$ cat config.mk
export PLATFORM = sky130hd
export DESIGN_NAME = enclave_mailbox_reply_unit_flat
export DESIGN_NICKNAME = d
export VERILOG_FILES = /design/src/hw/rtl/emru_pkg.sv /design/src/hw/rtl/emru_if.sv /design/src/hw/rtl/emru_regs.sv /design/src/hw/rtl/emru_out_buf.sv /design/src/hw/rtl/enclave_mailbox_reply_unit.sv /design/src/flat_wrapper.sv
export SDC_FILE = /design/constraint.sdc
export NUM_CORES = 1
export LEC_CHECK = 0
export BUFFER_PORTS_ARGS = -buffer_cell sky130_fd_sc_hd__buf_2
export CORE_MARGIN = 5
export CORE_UTILIZATION = 55
export CTS_BUF_LIST = sky130_fd_sc_hd__clkbuf_8
export DETAILED_ROUTE_END_ITERATION = 7
export PLACE_DENSITY = 0.74
export SLEW_MARGIN = 25
export SYNTH_ARGS = -nofsm -noshare
export SYNTH_HDL_FRONTEND = slang
export SYNTH_SLANG_ARGS = --single-unit
$ cat constraint.sdc
create_clock -name clk -period 8.35 [get_ports clk]
set_input_delay 1.2525 -clock clk [delete_from_list [all_inputs] [get_ports clk]]
set_output_delay 1.2525 -clock clk [all_outputs]
set_load 0.01 [all_outputs]
$ cat src/hw/rtl/emru_pkg.sv
// ----------------------------------------------------------------------------
// emru_pkg
// Shared types, register map constants and helpers for the mailbox reply unit.
// ----------------------------------------------------------------------------
package emru_pkg;

  // Window sizes
  localparam int TX_WORDS = 8;
  localparam int RX_WORDS = 8;
  localparam int TX_IDX_W = (TX_WORDS > 1) ? $clog2(TX_WORDS) : 1;
  localparam int RX_IDX_W = $clog2(RX_WORDS);

  localparam int ADDR_W = 12;
  localparam int DATA_W = 32;
  localparam int CNT_W  = 4;
  localparam int N_CTRL = 6;
  localparam int CTRL_IDX_W = $clog2(N_CTRL);

  // Request types
  localparam logic REQ_READ  = 1'b0;
  localparam logic REQ_WRITE = 1'b1;

  // Register map
  localparam logic [ADDR_W-1:0] ADDR_VERSION = 12'h000;
  localparam logic [ADDR_W-1:0] ADDR_SIZES   = 12'h004;
  localparam logic [ADDR_W-1:0] ADDR_TSR     = 12'h124;
  localparam logic [ADDR_W-1:0] ADDR_RSR     = 12'h12C;
  localparam logic [ADDR_W-1:0] TX_BASE      = 12'h200;
  localparam logic [ADDR_W-1:0] RX_BASE      = 12'h280;
  localparam logic [ADDR_W-1:0] TX_END       = ADDR_W'(32'h200 + 4 * TX_WORDS);
  localparam logic [ADDR_W-1:0] RX_END       = ADDR_W'(32'h280 + 4 * RX_WORDS);

  // Control registers, highest index first (index 0 is 12'h008)
  localparam logic [N_CTRL-1:0][ADDR_W-1:0] CTRL_ADDR =
    {12'h128, 12'h120, 12'h114, 12'h110, 12'h100, 12'h008};

  // Read-only words
  localparam logic [DATA_W-1:0] VER_WORD   = 32'h0000_0100;
  localparam logic [DATA_W-1:0] SIZES_WORD = DATA_W'((RX_WORDS << 8) | TX_WORDS);
  localparam logic [DATA_W-1:0] TSR_WORD   = DATA_W'((64'd1 << TX_WORDS) - 64'd1);

  // Reply codes
  localparam logic [7:0] HDR_TAG = 8'hE1;
  localparam logic [7:0] ST_OK   = 8'hD6;
  localparam logic [7:0] ST_FAIL = 8'h29;

  // Known commands
  localparam logic [7:0] CMD_BASIC  = 8'h01;
  localparam logic [7:0] CMD_GRP_LO = 8'h10;
  localparam logic [7:0] CMD_GRP_HI = 8'h13;
  localparam logic [7:0] CMD_C4     = 8'hC4;
  localparam logic [7:0] CMD_C5     = 8'hC5;

  typedef struct packed {
    logic              req_type;
    logic [ADDR_W-1:0] byte_address;
    logic [DATA_W-1:0] write_data;
  } emru_req_t;

  typedef struct packed {
    logic              valid;
    logic [DATA_W-1:0] read_data;
  } emru_rsp_t;

  function automatic logic cmd_known(input logic [7:0] c);
    return (c == CMD_BASIC) || (c inside {[CMD_GRP_LO:CMD_GRP_HI]}) ||
           (c == CMD_C4) || (c == CMD_C5);
  endfunction

endpackage

$ cat src/hw/rtl/emru_if.sv
// ----------------------------------------------------------------------------
// emru interfaces
// Valid/ready channels for bus requests, read responses and configuration.
// ----------------------------------------------------------------------------
interface emru_req_if;
  import emru_pkg::*;
  logic              valid;
  logic              ready;
  logic              req_type;
  logic [ADDR_W-1:0] byte_address;
  logic [DATA_W-1:0] write_data;
  modport source (output valid, req_type, byte_address, write_data, input ready);
  modport sink   (input valid, req_type, byte_address, write_data, output ready);
endinterface

interface emru_rsp_if;
  import emru_pkg::*;
  logic              valid;
  logic              ready;
  logic [DATA_W-1:0] read_data;
  modport source (output valid, read_data, input ready);
  modport sink   (input valid, read_data, output ready);
endinterface

interface emru_cfg_if;
  logic valid;
  logic ready;
  logic force_success;
  modport source (output valid, force_success, input ready);
  modport sink   (input valid, force_success, output ready);
endinterface

$ cat src/hw/rtl/emru_regs.sv
// ----------------------------------------------------------------------------
// emru_regs
// Register file, message assembly and reply build; one access per cycle.
// ----------------------------------------------------------------------------
module emru_regs (
  input  logic                clk,
  input  logic                rst,
  input  logic                req_fire,
  input  emru_pkg::emru_req_t req_item,
  input  logic                cfg_fire,
  input  logic                cfg_force,
  output emru_pkg::emru_rsp_t rsp_item
);
  import emru_pkg::*;

  logic                             force_success;
  logic [N_CTRL-1:0][DATA_W-1:0]    control_regs;
  logic [TX_WORDS-1:0][DATA_W-1:0]  transmit_words;
  logic [CNT_W-1:0]                 words_received;
  logic [CNT_W-1:0]                 words_expected;
  logic [DATA_W-1:0]                reply_hdr;
  logic [7:0]                       reply_status;
  logic [RX_WORDS-1:0]              reply_full;

  logic [ADDR_W-1:0]   addr;
  logic [DATA_W-1:0]   wdata;
  logic                is_wr;
  logic                in_tx;
  logic                in_rx;
  logic [ADDR_W-1:0]   tx_off;
  logic [ADDR_W-1:0]   rx_off;
  logic [TX_IDX_W-1:0] tx_rd_idx;
  logic [RX_IDX_W-1:0] rx_idx;
  logic [TX_IDX_W-1:0] tx_wr_idx;
  logic                ctrl_hit;
  logic [CTRL_IDX_W-1:0] ctrl_idx;
  logic [7:0]          size_byte;
  logic [CNT_W-1:0]    size_eff;
  logic [CNT_W-1:0]    exp_eff;
  logic [CNT_W-1:0]    recv_inc;
  logic                msg_done;
  logic [DATA_W-1:0]   hdr_word;
  logic [7:0]          cmd;
  logic [CNT_W-1:0]    rsize;
  logic [RX_WORDS-1:0] full_new;
  logic [DATA_W-1:0]   rd_data;
  logic                tx_wr;
  logic                rx_rd;

  // Address decode
  assign addr      = req_item.byte_address;
  assign wdata     = req_item.write_data;
  assign is_wr     = (req_item.req_type == REQ_WRITE);
  assign in_tx     = (addr >= TX_BASE) && (addr < TX_END);
  assign in_rx     = (addr >= RX_BASE) && (addr < RX_END);
  assign tx_off    = addr - TX_BASE;
  assign rx_off    = addr - RX_BASE;
  assign tx_rd_idx = tx_off[TX_IDX_W+1:2];
  assign rx_idx    = rx_off[RX_IDX_W+1:2];
  assign tx_wr_idx = words_received[TX_IDX_W-1:0];
  assign tx_wr     = req_fire && is_wr && in_tx;
  assign rx_rd     = req_fire && !is_wr && in_rx;

  always_comb begin
    ctrl_hit = 1'b0;
    ctrl_idx = '0;
    for (int i = 0; i < N_CTRL; i++) begin
      if (addr == CTRL_ADDR[i]) begin
        ctrl_hit = 1'b1;
        ctrl_idx = CTRL_IDX_W'(i);
      end
    end
  end

  // Message length and completion
  assign size_byte = wdata[15:8];
  assign size_eff  = ((size_byte == 8'd0) || (size_byte > 8'(TX_WORDS))) ?
                     CNT_W'(1) : size_byte[CNT_W-1:0];
  assign exp_eff   = (words_received == '0) ? size_eff : words_expected;
  assign recv_inc  = words_received + CNT_W'(1);
  assign msg_done  = (recv_inc >= exp_eff);

  // Reply header from the first message word, which may arrive right now
  assign hdr_word = (words_received == '0) ? wdata : transmit_words[0];
  assign cmd      = hdr_word[23:16];
  assign rsize    = ((cmd == CMD_C5) && (RX_WORDS >= 3)) ? CNT_W'(3) : CNT_W'(2);

  always_comb begin
    for (int i = 0; i < RX_WORDS; i++) begin
      full_new[i] = (CNT_W'(i) < rsize);
    end
  end

  // State update
  always_ff @(posedge clk) begin
    if (rst) begin
      force_success  <= 1'b0;
      control_regs   <= '0;
      transmit_words <= '0;
      words_received <= '0;
      words_expected <= '0;
      reply_hdr      <= '0;
      reply_status   <= '0;
      reply_full     <= '0;
    end else begin
      if (cfg_fire) begin
        force_success <= cfg_force;
      end
      if (tx_wr) begin
        transmit_words[tx_wr_idx] <= wdata;
        if (msg_done) begin
          words_received <= '0;
          words_expected <= '0;
          reply_hdr      <= {HDR_TAG, cmd, 4'd0, rsize, hdr_word[7:0]};
          reply_status   <= (cmd_known(cmd) || force_success) ? ST_OK : ST_FAIL;
          reply_full     <= full_new;
        end else begin
          words_received <= recv_inc;
          words_expected <= exp_eff;
        end
      end else if (req_fire && is_wr && ctrl_hit) begin
        control_regs[ctrl_idx] <= wdata;
      end
      if (rx_rd) begin
        reply_full[rx_idx] <= 1'b0;
      end
    end
  end

  // Read mux
  always_comb begin
    rd_data = '0;
    if (in_rx) begin
      if (rx_idx == RX_IDX_W'(0)) begin
        rd_data = reply_hdr;
      end else if (rx_idx == RX_IDX_W'(1)) begin
        rd_data = {24'd0, reply_status};
      end
    end else if (in_tx) begin
      rd_data = transmit_words[tx_rd_idx];
    end else if (ctrl_hit) begin
      rd_data = control_regs[ctrl_idx];
    end else if (addr == ADDR_VERSION) begin
      rd_data = VER_WORD;
    end else if (addr == ADDR_SIZES) begin
      rd_data = SIZES_WORD;
    end else if (addr == ADDR_TSR) begin
      rd_data = TSR_WORD;
    end else if (addr == ADDR_RSR) begin
      rd_data = DATA_W'(reply_full);
    end
  end

  assign rsp_item.valid     = req_fire;
  assign rsp_item.read_data = is_wr ? '0 : rd_data;

endmodule

$ cat src/hw/rtl/emru_out_buf.sv
// ----------------------------------------------------------------------------
// emru_out_buf
// Two-entry response buffer: output register plus skid register.
// ----------------------------------------------------------------------------
module emru_out_buf (
  input  logic                clk,
  input  logic                rst,
  input  emru_pkg::emru_rsp_t push,
  output logic                ready,
  emru_rsp_if.source          rsp
);
  import emru_pkg::*;

  logic              main_valid;
  logic [DATA_W-1:0] main_data;
  logic              skid_valid;
  logic [DATA_W-1:0] skid_data;
  logic              pop;

  assign ready         = !skid_valid;
  assign pop           = main_valid && rsp.ready;
  assign rsp.valid     = main_valid;
  assign rsp.read_data = main_data;

  // Control
  always_ff @(posedge clk) begin
    if (rst) begin
      main_valid <= 1'b0;
      skid_valid <= 1'b0;
    end else if (skid_valid) begin
      if (pop) begin
        skid_valid <= 1'b0;
      end
    end else if (push.valid) begin
      if (main_valid && !pop) begin
        skid_valid <= 1'b1;
      end else begin
        main_valid <= 1'b1;
      end
    end else if (pop) begin
      main_valid <= 1'b0;
    end
  end

  // Payload
  always_ff @(posedge clk) begin
    if (skid_valid) begin
      if (pop) begin
        main_data <= skid_data;
      end
    end else if (push.valid) begin
      if (main_valid && !pop) begin
        skid_data <= push.read_data;
      end else begin
        main_data <= push.read_data;
      end
    end
  end

endmodule

$ cat src/hw/rtl/enclave_mailbox_reply_unit.sv
// ----------------------------------------------------------------------------
// enclave_mailbox_reply_unit
// Mailbox register window with message assembly and automatic reply.
// ----------------------------------------------------------------------------
// Usage:
//   req : one 32-bit bus read or write per transfer (req_type, byte_address,
//         write_data). Every request produces exactly one response.
//   rsp : read_data for reads, zero for writes and unmapped offsets.
//   cfg : writes force_success; always ready, meant for use while idle.
// Responses are registered: a response goes to the output register, or to
// the skid register when the output waits. Throughput is one request per
// cycle while responses are taken, set by the single decode/update pass
// in emru_regs; the response side holds two entries, so a request is still
// taken while one response waits. If the receiver stalls, the second entry
// fills and req.ready drops until a response is taken.
// Reset (rst, synchronous) clears every register in emru_regs, message state
// and full bits and empties the response buffer; no clearing pass follows.
// ----------------------------------------------------------------------------
module enclave_mailbox_reply_unit (
  input  logic        clk,
  input  logic        rst,
  emru_req_if.sink    req,
  emru_rsp_if.source  rsp,
  emru_cfg_if.sink    cfg
);
  import emru_pkg::*;

  emru_req_t req_item;
  emru_rsp_t rsp_item;
  logic      buf_ready;
  logic      req_fire;
  logic      cfg_fire;

  // Handshakes
  assign req.ready = buf_ready;
  assign cfg.ready = 1'b1;
  assign req_fire  = req.valid && buf_ready;
  assign cfg_fire  = cfg.valid;

  assign req_item.req_type     = req.req_type;
  assign req_item.byte_address = req.byte_address;
  assign req_item.write_data   = req.write_data;

  emru_regs u_regs (
    .clk       (clk),
    .rst       (rst),
    .req_fire  (req_fire),
    .req_item  (req_item),
    .cfg_fire  (cfg_fire),
    .cfg_force (cfg.force_success),
    .rsp_item  (rsp_item)
  );

  emru_out_buf u_out_buf (
    .clk   (clk),
    .rst   (rst),
    .push  (rsp_item),
    .ready (buf_ready),
    .rsp   (rsp)
  );

endmodule

$ cat src/flat_wrapper.sv
// flat-port wrapper written by rule: the top's interface ports become plain ports
module enclave_mailbox_reply_unit_flat import emru_pkg::*;
  (clk, rst, req_valid, req_req_type, req_byte_address, req_write_data, req_ready, rsp_valid, rsp_read_data, rsp_ready, cfg_valid, cfg_force_success, cfg_ready);
  emru_req_if req_i ();
  emru_rsp_if rsp_i ();
  emru_cfg_if cfg_i ();
  input  logic clk;
  input  logic rst;
  input wire logic [$bits(req_i.valid)-1:0] req_valid;
  input wire logic [$bits(req_i.req_type)-1:0] req_req_type;
  input wire logic [$bits(req_i.byte_address)-1:0] req_byte_address;
  input wire logic [$bits(req_i.write_data)-1:0] req_write_data;
  output wire logic [$bits(req_i.ready)-1:0] req_ready;
  output wire logic [$bits(rsp_i.valid)-1:0] rsp_valid;
  output wire logic [$bits(rsp_i.read_data)-1:0] rsp_read_data;
  input wire logic [$bits(rsp_i.ready)-1:0] rsp_ready;
  input wire logic [$bits(cfg_i.valid)-1:0] cfg_valid;
  input wire logic [$bits(cfg_i.force_success)-1:0] cfg_force_success;
  output wire logic [$bits(cfg_i.ready)-1:0] cfg_ready;
  assign req_i.valid = req_valid;
  assign req_i.req_type = req_req_type;
  assign req_i.byte_address = req_byte_address;
  assign req_i.write_data = req_write_data;
  assign req_ready = req_i.ready;
  assign rsp_valid = rsp_i.valid;
  assign rsp_read_data = rsp_i.read_data;
  assign rsp_i.ready = rsp_ready;
  assign cfg_i.valid = cfg_valid;
  assign cfg_i.force_success = cfg_force_success;
  assign cfg_ready = cfg_i.ready;
  enclave_mailbox_reply_unit u_core (.clk(clk), .rst(rst), .req(req_i), .rsp(rsp_i), .cfg(cfg_i));
endmodule
==> results.tsv <==
stage	metric	value	unit
cts	PostCTS Resize Cnt	0	
floorplan	core area	0.0441	mm²
setup_path	reg2reg end	u_core.u_regs.reply_hdr[3]$_SDFFE_PP0P_	
pwr	Worst VDD drop	114	µV
setup_path	Setup crit end	u_core.u_regs.reply_hdr[3]$_SDFFE_PP0P_	
setup_path	Critical R2R Launch	u_core.u_regs.words_received[1]$_SDFFE_PP0P_	
detailed_routing	final wirelength	79.3	mm
grt	vias in the first global route	21500	
cts	htree depth	3	
cts	Setup Fix Bufs, Post-CTS	0	
logic_synthesis	Yosys reg bits	551	
logic_synthesis	Distinct cells, synth	66	
cts	Worst-path clk slew	0.06	ns
timing	RSZ-0062 raised after global routing	false	
setup_path	CP arrival	4.99	ns
cts	clk sinks	551	
timing	Final Cycle Share	53.1	%
setup_path	cells on worst reg2reg path	13	
cts	root cell of the clock tree	clkbuf_8	
logic_synthesis	Main synth FF type	dfxtp_1	
grt	met2 usage	49.5	%
grt	first-pass GRT wire length	122	mm
timing	Worst-Margin Slew	1.07	ns
setup_path	cells along the critical path	inv_1 -> ha_1 -> nand2_1 -> nor3_1 -> a21oi_1 -> ha_1 -> nand2b_1 -> a21o_1 -> a21o_1 -> a21oi_1 -> nor2_1 -> buf_4 -> a311oi_1	
run_status	status	finished, final reports clean	
grt	GRT busiest layer	met2	
cells_and_area	final net count	2912	
timing	Slew Limit Fails	0	
cts	Skew-Pair Late Insertion Delay	0.68	ns
setup_path	crit path launch	u_core.u_regs.words_received[1]$_SDFFE_PP0P_	
floorplan	Initial Util	55.4	%
detailed_routing	vias per cell	6.33	
cells_and_area	Area Growth Syn to Fin	10.1	%
timing	Max-slew headroom	28.1	%
cells_and_area	most common cell after layout, fill and taps aside	nand2_1	
detailed_routing	# DRC	0	
logic_synthesis	EDFF count, synth	64	
setup_path	Worst Path Max Fanout	19	
pwr	PwrDens	200	mW/mm²
timing	Hold Fails Final Rpt	0	
grt	GRT met3 Usage	6.99	%
setup_path	critical path class	reg -> reg	
logic_synthesis	Post-synth ARST share	0	%
grt	GRT overflow	0	
floorplan	Site Rows	77	
timing	Max Clk Rate	226	MHz
floorplan	Die Width	221	µm
timing	setup TNS	0	ns
placed_design	post-DP HPWL	48.4	mm
cts	CTS tree	built	
logic_synthesis	sequential-to-total area share from yosys stat	47.8	%
logic_synthesis	dominant cells by area after synthesis	dfxtp_1 40%, nand2_1 14%, a21oi_1 10%, edfxtp_1 7.9%, mux4_2 5.9%	
detailed_routing	DRT iter0 DRCs	3317	
setup_path	r2r setup slk	3.92	ns
logic_synthesis	syn_nets	2963	
logic_synthesis	Avg Inst Size Synth	8.41	µm²
logic_synthesis	area leader, netlist	dfxtp_1	
timing	Setup Skew	0.0316	ns
logic_synthesis	synthesized area	0.0244	mm²
detailed_routing	DR WL/cell	22.5	µm
grt	pin count of the biggest net entering global routing	252	
setup_path	critical path endpoint category	register	
logic_synthesis	synthesized instance count	2906	
grt	GR Util met1	42.1	%
setup_path	Crit path required time	8.90	ns
detailed_routing	ANT nets after route	0	
pwr	Power Total	5.39	mW
setup_path	CP max-delay cell	nor3_1	
job	maxcap violations	0	
logic_synthesis	Synth top area share	39.9	%
setup_path	Startpoint Class	register	
timing	min cycle time layout	4.43	ns
floorplan	die height	221	µm
placed_design	Final GP Congestion	0.944	
placed_design	I/O Buffers	84	
pwr	leakage power	9.38	nW
cts	hold buffer count at CTS	0	
logic_synthesis	Yosys warnings	0	
floorplan	die area	0.0487	mm²
hold_path	Hold Path Class	reg -> reg	
detailed_routing	Vias	22300	
cts	clock buffer count from CTS	90	
cts	CTS Buffer Depth	3	
floorplan	Ports	86	
grt	initial antenna violation count	4	
timing	final setup violation count	0	
detailed_routing	First-pass DRT Iterations	6	
setup_path	Max stage delay on crit path	0.71	ns
grt	GRT Total Usage	31.8	%
cells_and_area	share of layout cells above drive strength 1	13.4	%
cells_and_area	most frequent cells in the layout	883 x nand2_1, 506 x a21oi_1, 487 x dfxtp_1	
[worst min path at each step]
stage	endpoint	cells past startpoint	slack, ns	startpoint
3_3_place_gp	u_core.u_regs.control_regs[83]$_SDFFE_PP0P_	2	0.43	u_core.u_regs.control_regs[83]$_SDFFE_PP0P_
6_report	u_core.u_regs.transmit_words[225]$_SDFFE_PP0P_	2	0.45	u_core.u_regs.transmit_words[225]$_SDFFE_PP0P_
5_1_grt	u_core.u_regs.control_regs[157]$_SDFFE_PP0P_	2	0.46	u_core.u_regs.control_regs[157]$_SDFFE_PP0P_
3_5_place_dp	u_core.u_regs.control_regs[69]$_SDFFE_PP0P_	2	0.44	u_core.u_regs.control_regs[69]$_SDFFE_PP0P_
2_1_floorplan	u_core.u_regs.control_regs[83]$_SDFFE_PP0P_	2	0.43	u_core.u_regs.control_regs[83]$_SDFFE_PP0P_
4_1_cts	u_core.u_regs.transmit_words[225]$_SDFFE_PP0P_	2	0.45	u_core.u_regs.transmit_words[225]$_SDFFE_PP0P_
[layout make-up]
type	instances	area, µm²
Timing Repair Buffer	134	870
Multi-Input combinational cell	2069	11700
Inverter	9	33.8
Antenna cell	2	5.00
Clock buffer	118	1620
Sequential cell	551	11700
Fill cell	3728	17200
Clock inverter	46	240
Tap cell	592	741
[registers in the layout (all words and copies together), names as in the netlist]
signal                          flops
u_core.u_out_buf.rsp.read_data     32
u_core.u_regs.words_received        4
u_core.u_regs.reply_status          2
u_core.u_out_buf.skid_valid         1
u_core.u_regs.force_success         1
u_core.u_regs.words_expected        4
u_core.u_out_buf.rsp.valid          1
u_core.u_out_buf.skid_data         32
u_core.u_regs.reply_full            8
u_core.u_regs.transmit_words      256
u_core.u_regs.control_regs        192
u_core.u_regs.reply_hdr            18
[per-stage QoR]
step	area, µm²	utilization (%)	worst slack (ns)	hold slack (ns)	cells
floorplan	24400	-	4.48	0.427	2906
global placement	25000	56.6	3.44	0.434	3353
detailed placement	25000	56.6	3.34	0.443	3353
CTS	26800	60.8	4.01	0.451	3517
global route	26900	61.0	3.67	0.463	3521
finish	26900	61.0	3.92	0.450	3521
[per-layer routing]
| metal | up-vias | routed length (µm) |
|---|---|---|
| li1 | 9946 | - |
| met1 | 10600 | 30400 |
| met2 | 1474 | 35200 |
| met3 | 304 | 9750 |
| met4 | 4 | 3920 |
| met5 | - | 22 |
[cells in the mapped netlist (all sizes together), types with 13 or more instances]
master,n
a211oi,22
a21oi,507
a311oi,18
a31oi,13
buf,40
clkbuf,237
dfxtp,487
edfxtp,64
mux2,19
mux2i,84
mux4,64
nand2,884
nand2b,15
nand3,17
nor2,108
nor3,38
nor4,23
o211ai,13
o21ai,36
o22ai,35
or3,16
or4,13
[cells by family after synthesis]
logic type      synth area share [%]
flops                           47.8
other cells                   0.0153
simple gates                    19.8
buf+inv                         4.71
fa+ha+maj                      0.307
xor+xnor                       0.215
compound gates                  17.0
mux                             10.2
[report_power, final]
part | total, mW | switching (mW) | internal [mW]
combinational | 0.274 | 0.205 | 0.0690
sequential | 2.70 | 0.00607 | 2.70
clock | 2.41 | 1.09 | 1.32
[worst max-delay path: cells and delay by family, from the launching register on]
kind            cells  cell delay (ns)
simple gates        4             1.55
compound gates      5             1.26
buf+inv             2             0.56
fa+ha+maj           2             0.52
flops               1             0.41
Power figures use the tool's default switching activity.
